$ cat config.mk
export PLATFORM = sky130hd
export DESIGN_NAME = wall_follow_pd_steer_unit
export DESIGN_NICKNAME = d
export VERILOG_FILES = /design/src/hw/rtl/wfpd_pkg.sv /design/src/hw/rtl/wall_follow_pd_steer_unit.sv /design/src/hw/rtl/wfpd_cfg_regs.sv /design/src/hw/rtl/wfpd_core.sv
export SDC_FILE = /design/constraint.sdc
export NUM_CORES = 1
export LEC_CHECK = 0
export ABC_AREA = 1
export BUFFER_PORTS_ARGS = -buffer_cell sky130_fd_sc_hd__buf_4
export CAP_MARGIN = 20
export CORE_UTILIZATION = 23
export DETAILED_ROUTE_END_ITERATION = 16
export GPL_TIMING_DRIVEN = 0
export SKIP_LAST_GASP = 1
export SYNTH_ARGS = -nofsm -noshare
export SYNTH_HDL_FRONTEND = slang
export SYNTH_HIERARCHICAL = 1
export SYNTH_SLANG_ARGS = --single-unit
$ cat constraint.sdc
create_clock -name clk -period 16.9 [get_ports clk]
set_input_delay 3.38 -clock clk [delete_from_list [all_inputs] [get_ports clk]]
set_output_delay 3.38 -clock clk [all_outputs]
set_load 0.005 [all_outputs]
$ cat src/hw/rtl/wfpd_pkg.sv
// Shared types and constants of the wall-following PD steering unit.
// Used by the configuration registers, the datapath core and the top level.
// No dependencies.
`timescale 1ns / 1ps
`default_nettype none

package wfpd_pkg;

  // Field widths
  localparam int DIST_W   = 16;  // raw range reading, signed
  localparam int TGT_W    = 10;  // desired wall gap
  localparam int GAIN_W   = 16;  // kp_gain, unsigned Q8.8
  localparam int PWM_W    = 10;  // max_pwm
  localparam int SPEED_W  = 10;  // base_speed
  localparam int DRIVE_W  = 11;  // drive outputs, signed
  localparam int ERR_W    = 12;  // stored wall error, signed
  localparam int NEAR_W   = 9;   // a near reading lies in 1..349
  localparam int CORR_W   = 29;  // Q8.8 correction, signed
  localparam int DSUM_W   = 13;  // drive before the magnitude clamp, signed
  localparam int CFG_IDX_W  = 2;
  localparam int CFG_DATA_W = 16;

  // Constants of the control law
  localparam int MAX_VALID_DIST = 900;
  localparam int TRACK_LIMIT    = 350;
  localparam int KD_Q8          = 6400;  // derivative gain 25 in Q8.8
  localparam int DRIFT          = 60;

  // Register reset values
  localparam logic [TGT_W-1:0]  GAP_SETPOINT_RST = TGT_W'(150);
  localparam logic [GAIN_W-1:0] KP_GAIN_RST      = GAIN_W'(256);
  localparam logic [PWM_W-1:0]  MAX_PWM_RST      = PWM_W'(255);

  typedef enum logic [CFG_IDX_W-1:0] {
    REG_GAP_SETPOINT = 2'd0,
    REG_KP_GAIN      = 2'd1,
    REG_MAX_PWM      = 2'd2
  } reg_idx_t;

  typedef enum logic [1:0] {
    MODE_IDLE   = 2'd0,
    MODE_LEFT   = 2'd1,
    MODE_EITHER = 2'd2,
    MODE_RIGHT  = 2'd3
  } mode_t;

  typedef struct packed {
    logic [TGT_W-1:0]  gap_setpoint;
    logic [GAIN_W-1:0] kp_gain;
    logic [PWM_W-1:0]  max_pwm;
  } cfg_t;

  typedef struct packed {
    logic signed [DRIVE_W-1:0] drive_left;
    logic signed [DRIVE_W-1:0] drive_right;
    logic                      drive_valid;
    logic                      tracking;
  } result_t;

  typedef struct packed {
    logic                    load;
    logic signed [ERR_W-1:0] value;
  } err_upd_t;

endpackage

`default_nettype wire

$ cat src/hw/rtl/wall_follow_pd_steer_unit.sv
// Top level of the wall-following PD steering unit: input stage, stored error,
// result register and configuration port. Depends on wfpd_pkg, wfpd_cfg_regs
// and wfpd_core.
//
//   channel | dir | handshake          | payload
//   --------+-----+--------------------+------------------------------------------
//   s_*     | in  | s_tvalid/s_tready  | tdata: dist_left, dist_right, base_speed
//           |     |                    | tuser: mode
//   m_*     | out | m_tvalid/m_tready  | tdata: drive_left, drive_right
//           |     |                    | tuser: drive_valid, tracking
//   cfg_*   | in  | cfg_valid/cfg_ready| cfg_index, cfg_data
//
// One beat per cycle sustained while m_tready keeps the result register draining;
// the accepting edge loads the input register, and the PD result moves into the
// result register once that register is empty or being drained.
// The stored wall error is updated as an item leaves the input register, so the
// next item already sees it.
// Synchronous active-high reset clears both stage valids, the stored error and
// the registers to their defaults. cfg_ready is always high.
// A stalled result holds in the result register while one more beat is taken
// into the input register; s_tready drops only when both are full.
`timescale 1ns / 1ps
`default_nettype none

module wall_follow_pd_steer_unit
  import wfpd_pkg::*;
(
  input  wire logic                  clk,
  input  wire logic                  rst,
  input  wire logic                  s_tvalid,
  output logic                       s_tready,
  input  wire logic [47:0]           s_tdata,   // [15:0] dist_left, [31:16] dist_right,
                                                // [41:32] base_speed, [47:42] zero
  input  wire logic [1:0]            s_tuser,   // [1:0] mode
  output logic                       m_tvalid,
  input  wire logic                  m_tready,
  output logic [23:0]                m_tdata,   // [10:0] drive_left, [21:11] drive_right,
                                                // [23:22] zero
  output logic [1:0]                 m_tuser,   // [0] drive_valid, [1] tracking
  input  wire logic                  cfg_valid,
  output logic                       cfg_ready,
  input  wire logic [CFG_IDX_W-1:0]  cfg_index,
  input  wire logic [CFG_DATA_W-1:0] cfg_data
);

  cfg_t                      cfg;
  result_t                   res;
  err_upd_t                  err_upd;

  // Input stage
  logic                      in_valid;
  logic signed [DIST_W-1:0]  in_dl, in_dr;
  logic [1:0]                in_mode;
  logic [SPEED_W-1:0]        in_base;

  // Stored error of the last tracked tick (cleared when either-mode finds no near wall)
  logic signed [ERR_W-1:0]   prev_err;

  // Result register
  result_t                   out_res;

  logic                      out_load, in_adv, s_accept;

  assign cfg_ready = 1'b1;

  wfpd_cfg_regs u_cfg (
    .clk      (clk),
    .rst      (rst),
    .wr_en    (cfg_valid & cfg_ready),
    .wr_index (cfg_index),
    .wr_data  (cfg_data),
    .cfg      (cfg)
  );

  wfpd_core u_core (
    .dist_left  (in_dl),
    .dist_right (in_dr),
    .mode       (in_mode),
    .base_speed (in_base),
    .cfg        (cfg),
    .prev_err   (prev_err),
    .res        (res),
    .err_upd    (err_upd)
  );

  // Result register takes a new beat when empty or being drained.
  assign out_load = !m_tvalid || m_tready;
  assign in_adv   = in_valid && out_load;
  assign s_tready = !in_valid || out_load;
  assign s_accept = s_tvalid && s_tready;

  always_ff @(posedge clk) begin
    if (rst) begin
      in_valid <= 1'b0;
    end else if (s_tready) begin
      in_valid <= s_tvalid;
    end
    if (s_accept) begin
      in_dl   <= s_tdata[15:0];
      in_dr   <= s_tdata[31:16];
      in_base <= s_tdata[41:32];
      in_mode <= s_tuser;
    end
  end

  // Advance the stored error only as its item moves into the result register.
  always_ff @(posedge clk) begin
    if (rst) begin
      prev_err <= '0;
    end else if (in_adv && err_upd.load) begin
      prev_err <= err_upd.value;
    end
  end

  always_ff @(posedge clk) begin
    if (rst) begin
      m_tvalid <= 1'b0;
    end else if (out_load) begin
      m_tvalid <= in_valid;
    end
    if (in_adv) begin
      out_res <= res;
    end
  end

  assign m_tdata = {2'b00, out_res.drive_right, out_res.drive_left};
  assign m_tuser = {out_res.tracking, out_res.drive_valid};

  // Tracking is only ever reported together with a drive command.
  a_track_valid: assert property (@(posedge clk) disable iff (rst)
    m_tvalid && out_res.tracking |-> out_res.drive_valid)
    else $error("tracking without drive command");

  // No command means zero drive fields.
  a_idle_zero: assert property (@(posedge clk) disable iff (rst)
    m_tvalid && !out_res.drive_valid |->
      (out_res.drive_left == '0) && (out_res.drive_right == '0))
    else $error("nonzero drive without command");

  // Drive magnitude stays within max_pwm.
  a_drive_lim: assert property (@(posedge clk) disable iff (rst)
    m_tvalid |->
      (out_res.drive_left  <=  $signed({1'b0, cfg.max_pwm})) &&
      (out_res.drive_left  >= -$signed({1'b0, cfg.max_pwm})) &&
      (out_res.drive_right <=  $signed({1'b0, cfg.max_pwm})) &&
      (out_res.drive_right >= -$signed({1'b0, cfg.max_pwm})))
    else $error("drive exceeds max_pwm");

  // The stored error moves only when an item leaves the input stage.
  a_err_hold: assert property (@(posedge clk) disable iff (rst)
    !in_adv |=> $stable(prev_err))
    else $error("stored error changed without an item");

  // Stored error stays within the range the error can take.
  a_err_range: assert property (@(posedge clk) disable iff (rst)
    (prev_err >= -ERR_W'(TRACK_LIMIT)) && (prev_err <= ERR_W'(1023)))
    else $error("stored error out of range");

endmodule

`default_nettype wire

$ cat src/hw/rtl/wfpd_cfg_regs.sv
// Configuration register file of the wall-following PD steering unit.
// Depends on wfpd_pkg.
`timescale 1ns / 1ps
`default_nettype none

module wfpd_cfg_regs
  import wfpd_pkg::*;
(
  input  wire logic                  clk,
  input  wire logic                  rst,
  input  wire logic                  wr_en,
  input  wire logic [CFG_IDX_W-1:0]  wr_index,
  input  wire logic [CFG_DATA_W-1:0] wr_data,
  output cfg_t                       cfg
);

  always_ff @(posedge clk) begin
    if (rst) begin
      cfg.gap_setpoint <= GAP_SETPOINT_RST;
      cfg.kp_gain      <= KP_GAIN_RST;
      cfg.max_pwm      <= MAX_PWM_RST;
    end else if (wr_en) begin
      unique case (wr_index)
        REG_GAP_SETPOINT: cfg.gap_setpoint <= wr_data[TGT_W-1:0];
        REG_KP_GAIN:      cfg.kp_gain      <= wr_data[GAIN_W-1:0];
        REG_MAX_PWM:      cfg.max_pwm      <= wr_data[PWM_W-1:0];
        default: ;  // unmapped index: drop the write
      endcase
    end
  end

endmodule

`default_nettype wire

$ cat src/hw/rtl/wfpd_core.sv
// Combinational PD steering datapath: wall selection, correction, drive clamp.
// Depends on wfpd_pkg.
`timescale 1ns / 1ps
`default_nettype none

module wfpd_core
  import wfpd_pkg::*;
(
  input  wire logic signed [DIST_W-1:0] dist_left,
  input  wire logic signed [DIST_W-1:0] dist_right,
  input  wire logic [1:0]               mode,
  input  wire logic [SPEED_W-1:0]       base_speed,
  input  wire cfg_t                     cfg,
  input  wire logic signed [ERR_W-1:0]  prev_err,
  output result_t                       res,
  output err_upd_t                      err_upd
);

  logic                       near_l, near_r;
  logic                       trk, trk_right, lost_drift, drift_right, clr;
  logic [NEAR_W-1:0]          dist_sel;
  logic signed [ERR_W-1:0]    err;
  logic signed [ERR_W:0]      diff;
  logic signed [CORR_W-1:0]   p_term, d_term, corr, half, corr_c, bq, sum_p, sum_n;
  logic signed [DSUM_W-1:0]   drv_p, drv_n, base_s, drift_s, raw_l, raw_r, lim;

  function automatic logic signed [DRIVE_W-1:0] clamp_drv(
    input logic signed [DSUM_W-1:0] v,
    input logic signed [DSUM_W-1:0] l
  );
    logic signed [DSUM_W-1:0] r;
    r = v;
    if (v > l) r = l;
    else if (v < -l) r = -l;
    return r[DRIVE_W-1:0];
  endfunction

  // A reading is near only if it lies in 1..349, above zero and below the track limit;
  // zero, negative and larger readings are never near.
  assign near_l = (dist_left > 0)  && (dist_left < DIST_W'(TRACK_LIMIT));
  assign near_r = (dist_right > 0) && (dist_right < DIST_W'(TRACK_LIMIT));

  always_comb begin
    trk         = 1'b0;
    trk_right   = 1'b0;
    lost_drift  = 1'b0;
    drift_right = 1'b0;
    clr         = 1'b0;
    case (mode_t'(mode))
      MODE_LEFT: begin
        if (near_l) trk = 1'b1;
        else        lost_drift = 1'b1;
      end
      MODE_EITHER: begin
        if (near_l) trk = 1'b1;
        else if (near_r) begin
          trk       = 1'b1;
          trk_right = 1'b1;
        end else clr = 1'b1;
      end
      MODE_RIGHT: begin
        if (near_r) begin
          trk       = 1'b1;
          trk_right = 1'b1;
        end else begin
          lost_drift  = 1'b1;
          drift_right = 1'b1;
        end
      end
      default: ;  // idle
    endcase
  end

  assign dist_sel = trk_right ? dist_right[NEAR_W-1:0] : dist_left[NEAR_W-1:0];

  assign err  = $signed({2'b00, cfg.gap_setpoint}) -
                $signed({{(ERR_W-NEAR_W){1'b0}}, dist_sel});
  assign diff = (ERR_W+1)'(err) - (ERR_W+1)'(prev_err);

  assign p_term = CORR_W'($signed({1'b0, cfg.kp_gain})) * CORR_W'(err);
  assign d_term = CORR_W'(diff) * CORR_W'(KD_Q8);
  assign corr   = p_term + d_term;

  // Bound the correction to half the base speed (Q8.8).
  assign half = CORR_W'($signed({1'b0, base_speed, 7'd0}));
  always_comb begin
    corr_c = corr;
    if (corr > half) corr_c = half;
    else if (corr < -half) corr_c = -half;
  end

  // base +/- correction never goes negative, so the shift truncates toward zero.
  assign bq    = CORR_W'($signed({1'b0, base_speed, 8'd0}));
  assign sum_p = bq + corr_c;
  assign sum_n = bq - corr_c;
  assign drv_p = DSUM_W'(sum_p >>> 8);
  assign drv_n = DSUM_W'(sum_n >>> 8);

  assign base_s  = $signed({{(DSUM_W-SPEED_W){1'b0}}, base_speed});
  assign drift_s = base_s + DSUM_W'(DRIFT);

  always_comb begin
    raw_l = '0;
    raw_r = '0;
    if (trk) begin
      raw_l = trk_right ? drv_n : drv_p;
      raw_r = trk_right ? drv_p : drv_n;
    end else if (lost_drift) begin
      raw_l = drift_right ? drift_s : (base_s - DSUM_W'(DRIFT));
      raw_r = drift_right ? (base_s - DSUM_W'(DRIFT)) : drift_s;
    end
  end

  assign lim = $signed({{(DSUM_W-PWM_W){1'b0}}, cfg.max_pwm});

  assign res.drive_valid = trk | lost_drift;
  assign res.tracking    = trk;
  assign res.drive_left  = res.drive_valid ? clamp_drv(raw_l, lim) : '0;
  assign res.drive_right = res.drive_valid ? clamp_drv(raw_r, lim) : '0;

  assign err_upd.load  = trk | clr;
  assign err_upd.value = trk ? err : '0;

endmodule

`default_nettype wire
# Word level (Yosys, flattened, before mapping)
# Index checks and enable logic that the tools add are counted.
[classes] mul=2 n_mux=28 n_lt_le_gt_ge=10 eq_ne=5 n_addsub=9 bitwise_logic=3 n_reduce_logical=15
[ops] cell="13-bit 2-to-1 mux" count=8
[ops] cell="21-bit 2-to-1 mux" count=2
[ops] cell="16-bit by 1-bit > comparator with 1-bit output, second input constant" count=2
[ops] cell="16-bit by 10-bit less-than comparator with 1-bit output, second input constant" count=2
[ops] cell="28-bit by 27-bit adder with 29-bit output" count=1
[ops] cell="29-bit by 18-bit > comparator with 1-bit output" count=1
[ops] cell="29-bit less-than comparator" count=1
[ops] cell="17-bit negation with 29-bit output" count=1
[ops] cell="17-bit by 11-bit multiplier with 28-bit output" count=1
[ops] cell="13-bit by 11-bit > comparator with 1-bit output" count=2
[ops] cell="13-bit less-than comparator" count=2
[ops] cell="11-bit 2-to-1 mux" count=2
[ops] cell="19-bit by 21-bit adder with 21-bit output" count=1
[ops] cell="19-bit by 21-bit subtractor with 21-bit output" count=1
[ops] cell="10-bit 2-to-1 mux" count=2
[ops] cell="13-bit by 6-bit multiplier with 19-bit output, second input constant" count=1
[ops] cell="10-bit negation with 13-bit output" count=1
[ops] cell="11-bit by 12-bit subtractor with 13-bit output" count=1
[ops] cell="12-bit 2-to-1 mux" count=1
[ops] cell="10-bit by 6-bit adder with 11-bit output, second input constant" count=1
[ops] cell="10-bit by 6-bit subtractor with 11-bit output, second input constant" count=1
[ops] cell="10-bit by 9-bit subtractor with 11-bit output" count=1
[ops] cell="1-bit 2-to-1 mux" count=9
[ops] cell="9-bit 2-to-1 mux" count=1
[ops] cell="12 further kinds" count=26
[totals] word_cells=88 inputBits=73 regBits=118

# Logic depth before layout (Yosys ltp)
[logic_depth] depth_word=19 mapped_depth=111

# By module
# The synthesis kept the hierarchy.
[by_module_without_submodules] module="wfpd_core" n_inst=1 cells_each=2267 area_per_inst_um2=14824.2 seq_area_each_um2=0.0
[by_module_without_submodules] module="wall_follow_pd_steer_unit" n_inst=1 cells_each=187 area_per_inst_um2=2782.7 seq_area_each_um2=2322.2
[by_module_without_submodules] module="wfpd_cfg_regs" n_inst=1 cells_each=209 area_per_inst_um2=1483.9 seq_area_each_um2=720.7

# Worst setup path after synthesis
# OpenSTA, ideal clock, no wires.
[synth_path] path_type="flip-flop to flip-flop" startpoint="reg in_dr[1]" endpoint="reg out_res, in the netlist m_tdata[0] (data pin)" n_path_buf=7 slack_ps=1178 setup_time_ps=266 synth_period_minus_slack_ps=15722 stages_incl_launch_ff=101 required_time_ps=16634 arrival_ps=15457 cell_sequence="edfxtp_1 a41oi_1 o21ai_0 nand2_1 nand4_1 nor2_1 inv_1 nor2_1 inv_1 a21oi_1 clkbuf_1 clkbuf_1 nand2_1 nand2_1 ha_1 inv_1 fa_1 nand2_1 [65 not listed] nand2_1 inv_1 nand2_2 buf_6 inv_1 ha_1 nand2_1 nor2_1 nand3_1 o2111ai_1 or2_2 nand2_1 clkinv_1 clkbuf_1 o21ai_0 nand2_1 nand2_1 nor2_1"
[synth_via] elab_chain_cells=19 word_cells_on_any_way=32
[synth_rtl] element="from (decl)" line_no="wall_follow_pd_steer_unit.sv:52" rtl="logic signed [DIST_W-1:0] in_dl, in_dr;"
[synth_rtl] element="from (signal assigned)" line_no="wall_follow_pd_steer_unit.sv:100" rtl="in_dr <= s_tdata[31:16];"
[synth_rtl] element="16-bit by 1-bit > comparator with 1-bit output or 16-bit by 10-bit less-than comparator with 1-bit output (tied branches)" line_no="wfpd_core.sv:41" rtl="assign near_r = (dist_right > 0) && (dist_right < DIST_W'(TRACK_LIMIT));"
[synth_rtl] element="1-bit logical AND" line_no="wfpd_core.sv:41"
[synth_rtl] element="1-bit 2-to-1 mux" line_no="wfpd_core.sv:56, wfpd_core.sv:62"
[synth_rtl] element="1-bit 2-to-1 mux" line_no="wfpd_core.sv:55" rtl="if (near_l) trk = 1'b1;"
[synth_rtl] element="1-bit case mux with 2 select lines" line_no="wfpd_core.sv:49" rtl="case (mode_t'(mode))"
[synth_rtl] element="9-bit 2-to-1 mux" line_no="wfpd_core.sv:74" rtl="assign dist_sel = trk_right ? dist_right[NEAR_W-1:0] : dist_left[NEAR_W-1:0];"
[synth_rtl] element="10-bit by 9-bit subtractor with 11-bit output" line_no="wfpd_core.sv:76" rtl="assign err = $signed({2'b00, cfg.gap_setpoint}) -"
[synth_rtl] element="11-bit by 12-bit subtractor with 13-bit output" line_no="wfpd_core.sv:78" rtl="assign diff = (ERR_W+1)'(err) - (ERR_W+1)'(prev_err);"
[synth_rtl] element="[3 not listed]"
[synth_rtl] element="21-bit 2-to-1 mux" line_no="wfpd_core.sv:89" rtl="else if (corr < -half) corr_c = -half;"
[synth_rtl] element="21-bit 2-to-1 mux" line_no="wfpd_core.sv:88" rtl="if (corr > half) corr_c = half;"
[synth_rtl] element="19-bit by 21-bit adder with 21-bit output or 19-bit by 21-bit subtractor with 21-bit output (tied branches)" line_no="wfpd_core.sv:94, wfpd_core.sv:95"
[synth_rtl] element="13-bit 2-to-1 mux" line_no="wfpd_core.sv:106" rtl="raw_l = trk_right ? drv_n : drv_p;"
[synth_rtl] element="13-bit 2-to-1 mux" line_no="wfpd_core.sv:105" rtl="if (trk) begin"
[synth_rtl] element="13-bit less-than comparator" line_no="wfpd_core.sv:34" rtl="else if (v < -l) r = -l;"
[synth_rtl] element="11-bit 2-to-1 mux" line_no="wfpd_core.sv:34"
[synth_rtl] element="10-bit 2-to-1 mux" line_no="wfpd_core.sv:33" rtl="if (v > l) r = l;"
[synth_rtl] element="to (signal assigned)" line_no="wall_follow_pd_steer_unit.sv:122" rtl="out_res <= res;"
[synth_rtl] element="to (decl)" line_no="wall_follow_pd_steer_unit.sv:60" rtl="result_t out_res;"
# Several ways; a longest one is shown, not always the timed one.
# A chain may end at the register's enable or synchronous reset.

# Worst setup path after layout
[layout_path] startpoint="reg in_dr[4]" endpoint="reg out_res, in the netlist m_tdata[17] (data pin)"
[layout_via] elab_chain_cells=19 word_cells_on_any_way=32
[layout_rtl] element="16-bit by 1-bit > comparator with 1-bit output or 16-bit by 10-bit less-than comparator with 1-bit output (tied branches)" line_no="wfpd_core.sv:41"
[layout_rtl] element="1-bit logical AND" line_no="wfpd_core.sv:41"
[layout_rtl] element="1-bit 2-to-1 mux" line_no="wfpd_core.sv:56, wfpd_core.sv:62"
[layout_rtl] element="1-bit 2-to-1 mux" line_no="wfpd_core.sv:55"
[layout_rtl] element="1-bit case mux with 2 select lines" line_no="wfpd_core.sv:49"
[layout_rtl] element="9-bit 2-to-1 mux" line_no="wfpd_core.sv:74"
[layout_rtl] element="10-bit by 9-bit subtractor with 11-bit output" line_no="wfpd_core.sv:76"
[layout_rtl] element="11-bit by 12-bit subtractor with 13-bit output" line_no="wfpd_core.sv:78"
[layout_rtl] element="[3 not listed]"
[layout_rtl] element="21-bit 2-to-1 mux" line_no="wfpd_core.sv:89"
[layout_rtl] element="21-bit 2-to-1 mux" line_no="wfpd_core.sv:88"
[layout_rtl] element="19-bit by 21-bit subtractor with 21-bit output or 19-bit by 21-bit adder with 21-bit output (tied branches)" line_no="wfpd_core.sv:95, wfpd_core.sv:94"
[layout_rtl] element="13-bit 2-to-1 mux" line_no="wfpd_core.sv:107" rtl="raw_r = trk_right ? drv_p : drv_n;"
[layout_rtl] element="13-bit 2-to-1 mux" line_no="wfpd_core.sv:105"
[layout_rtl] element="13-bit less-than comparator" line_no="wfpd_core.sv:34"
[layout_rtl] element="11-bit 2-to-1 mux" line_no="wfpd_core.sv:34"
[layout_rtl] element="10-bit 2-to-1 mux" line_no="wfpd_core.sv:33"
# Several ways; a longest one is shown, not always the timed one.

==> flow_metrics.py <==
metrics = {
    "route": {
        "drt.antenna.violating_nets": 0,
        "vias": 17400,
        "initialDrtViolationCount": 1345,
        "routed_wl_um": 56900,
        "drc": 0,
        "wl_per_cell_um": 14.6,
        "first_pass_iters": 5,
        "drt-vias-per-instance": 4.47,
    },
    "synth": {
        "yosysTopAreaCell": "ha_1",
        "seq_area_frac_synth_pct": 15.9,
        "synth.area.top_cells": "ha_1 16%, fa_1 16%, nand2_1 11%, edfxtp_1 11%, inv_1 10%",
        "syn_area_sq_mm": 0.0191,
        "ys_seq_elements": 118,
        "synth_top_area_share_pct": 16.5,
        "synthArstFlopShare_pct": 0,
        "synth_ff_type": "edfxtp_1",
        "ys_types": 58,
        "yosysWarnings": 6,
        "syn_inst": 2663,
        "synth_edf_count": 68,
        "syn-mean-instance-area_sq_um": 7.17,
    },
    "setup_path": {
        "cp_num_buf_inv": 20,
        "worstSetupStartpointType": "flop",
        "cp.arrival_ns": 16.16,
        "ff2ff_path_depth": 89,
        "crit_top_cell": "inv_1",
        "crit_slowest_cell": "fa_1",
        "slowest_delay_ns": 0.54,
        "critical_path_class": "reg2reg",
        "r2r_start": "in_dr[4]",
        "path_max_fanout": 10,
        "path_depth": 89,
        "reg2reg_slack_ns": 0.92,
        "critPathRequiredTime_ns": 17.08,
        "cp-end-kind": "flop",
        "reg2reg_to": "m_tdata[17]",
        "crit_family": "adder cells",
    },
    "cells_and_area": {
        "drive_gt1_share_pct": 14.0,
        "design_area_sq_mm": 0.0229,
        "nets": 3293,
        "area_growth_pct": 19.7,
        "fillers": 8892,
        "antennaDiodeCount": 0,
        "post-route-util_pct": 27.8,
    },
    "die": {
        "die-area_sq_mm": 0.0842,
        "pin_count": 102,
        "core_area_sq_mm": 0.0821,
        "rows": 105,
        "fp.dieH_um": 290,
        "initial_core_util_pct": 23.3,
        "die_w_um": 290,
    },
    "global_route": {
        "grt_overflow": 0,
        "antenna_found_initial": 0,
        "grtUsageTotal_pct": 13.1,
        "grt_pass1_wl_um": 88100,
        "grt_max_degree": 37,
        "grt_pass1_vias": 16300,
    },
    "placement": {
        "routabilityCongestion": 0.929,
        "post_dp_cell_area_sq_mm": 0.0212,
        "pre_cts_ws_ns": -2.81,
        "io_buffers": 91,
        "dpl.hpwl_um": 47200,
    },
    "hold_path": {
        "holdPathEnd": "u_cfg/cfg[1]",
        "min_from": "u_cfg/cfg[1]",
        "hp-class": "reg2reg",
        "whs_path_depth": 2,
    },
    "clock_tree": {
        "cts_tree": "yes",
        "htreeDepth": 4,
        "cts_buffers": 17,
        "clock_path_buffers": 2,
        "root_buffer": "clkbuf_16",
        "path_clk_slew_ns": 0.06,
        "cts_num_sinks": 118,
        "clk_latency_ns": 0.44,
        "ctsHoldBuffers": 0,
    },
    "sta": {
        "setup_violations": 0,
        "timing.final.crit_share_pct": 94.5,
        "skew_ns": 0.0180,
        "worst_slew_pin_slew_ns": 0.929,
        "hold_slack_ns": 0.487,
        "slew_headroom_pct": 37.4,
        "timing_hold_violations_final": 0,
        "fin_ws_ns": 0.922,
        "layout_min_cycle_time_ns": 15.98,
        "fmax_mhz": 62.6,
        "slew_viol_final": 0,
    },
    "job": {
        "drv_cap": 0,
    },
    "status": {
        "status": "complete, no violations",
    },
}
==> what timing repair did <==
item	in CTS	in global routing
setup buffers	4	44
pin swaps	1	38
endpoints found under the setup margin	22	22
gates resized for setup	50	127
==> how the worst max path moves through the flow <==
stage                        start          end  slack, ns
after floorplan           in_dr[1]   m_tdata[0]       1.18
after global placement    in_dr[1]   m_tdata[0]      -2.76
after detailed placement  in_dr[1]   m_tdata[0]      -2.81
after CTS                 in_dr[1]   m_tdata[0]      -0.07
after global routing      in_dr[1]  m_tdata[15]      -0.04
final                     in_dr[4]  m_tdata[17]       0.92
==> cell usage in the layout (no fill, tap or decap), types with 9 or more instances in the layout <==
cell and count:
inv_2 17, ha_4 19, xnor2_1 17, o21ai_1 11
ha_1 227, nand3_1 127, clkbuf_1 19, edfxtp_1 68
nor3_1 17, o21ai_0 61, buf_6 9, clkinv_1 9
nand2_1 553, buf_2 10, a21oi_1 143, xor2_1 54
o211ai_1 11, fa_1 149, inv_1 523, clkbuf_16 17
nand3_2 11, nand2_2 28, a21oi_2 12, nand2_4 9
dfxtp_1 50, nor2_1 270, buf_4 151, o21bai_1 11
or2_2 12, nand4_1 45
==> flip-flops by register name (all words and copies together), names as in the netlist <==
register,cells
in_base,10
in_dl,16
in_dr,16
in_mode,2
in_valid,1
m_tdata,22
m_tuser,2
m_tvalid,1
prev_err,12
u_cfg/cfg,36
==> routing by layer <==
layer / track usage (%) / vias up / wire length (um) / share of wire (%)
li1: - / 8697 / - / -
met1: 18.4 / 8233 / 26700 / 47
met2: 20.9 / 462 / 25800 / 45
met3: 2.34 / 46 / 3490 / 6.1
met4: 2.71 / 0 / 894 / 1.6
met5: 0 / - / 0 / 0
==> synth_stat cells (9+ instances only) <==
cell type / instances
nand4_1: 45
nand3_2: 10
nand2_2: 22
o21ai_0: 70
edfxtp_1: 68
o211ai_1: 11
nand3_1: 128
ha_1: 251
nor3_1: 18
buf_2: 12
dfxtp_1: 50
o21bai_1: 12
a21oi_1: 158
nand2_1: 566
nor2_1: 276
inv_1: 530
fa_1: 153
xor2_1: 60
inv_2: 15
xnor2_1: 25
or2_2: 13
clkbuf_1: 31
buf_4: 9
==> layout make-up <==
class | count | area (sq um) | share of cell area (%)
Timing Repair Buffer | 141 | 1080 | 4.74
Clock inverter | 14 | 158 | 0.690
Inverter | 553 | 2100 | 9.19
Buffer | 59 | 385 | 1.69
Multi-Input combinational cell | 1926 | 14300 | 62.6
Tap cell | 1070 | 1340 | 5.86
Clock buffer | 18 | 429 | 1.88
Sequential cell | 118 | 3040 | 13.3
==> kinds of logic after synthesis <==
logic type	count (synthesis)	synth area share, %
simple gates	1119	25.3
buf+inv	620	12.8
fa+ha+maj	404	32.5
compound gates	309	9.19
flops	118	15.9
xor+xnor	85	3.90
mux	6	0.315
other cells	2	0.0393
==> tightest hold or removal path, delay by kind of cell (launching register included) <==
kind | cells | cell delay [ns]
flip-flops | 1 | 0.32
AND/OR/NAND/NOR | 2 | 0.11
==> per-stage QoR <==
stage	setup TNS [ns]	instances
3_3_place_gp	-53.93	3825
3_5_place_dp	-54.42	3827
4_1_cts	-0.0744	3859
5_1_grt	-0.161	3899
2_1_floorplan	0	2664
6_report	0	3899
Power is not shown: default switching activity piles up to over one toggle a cycle in this logic, so the estimate is an artifact.
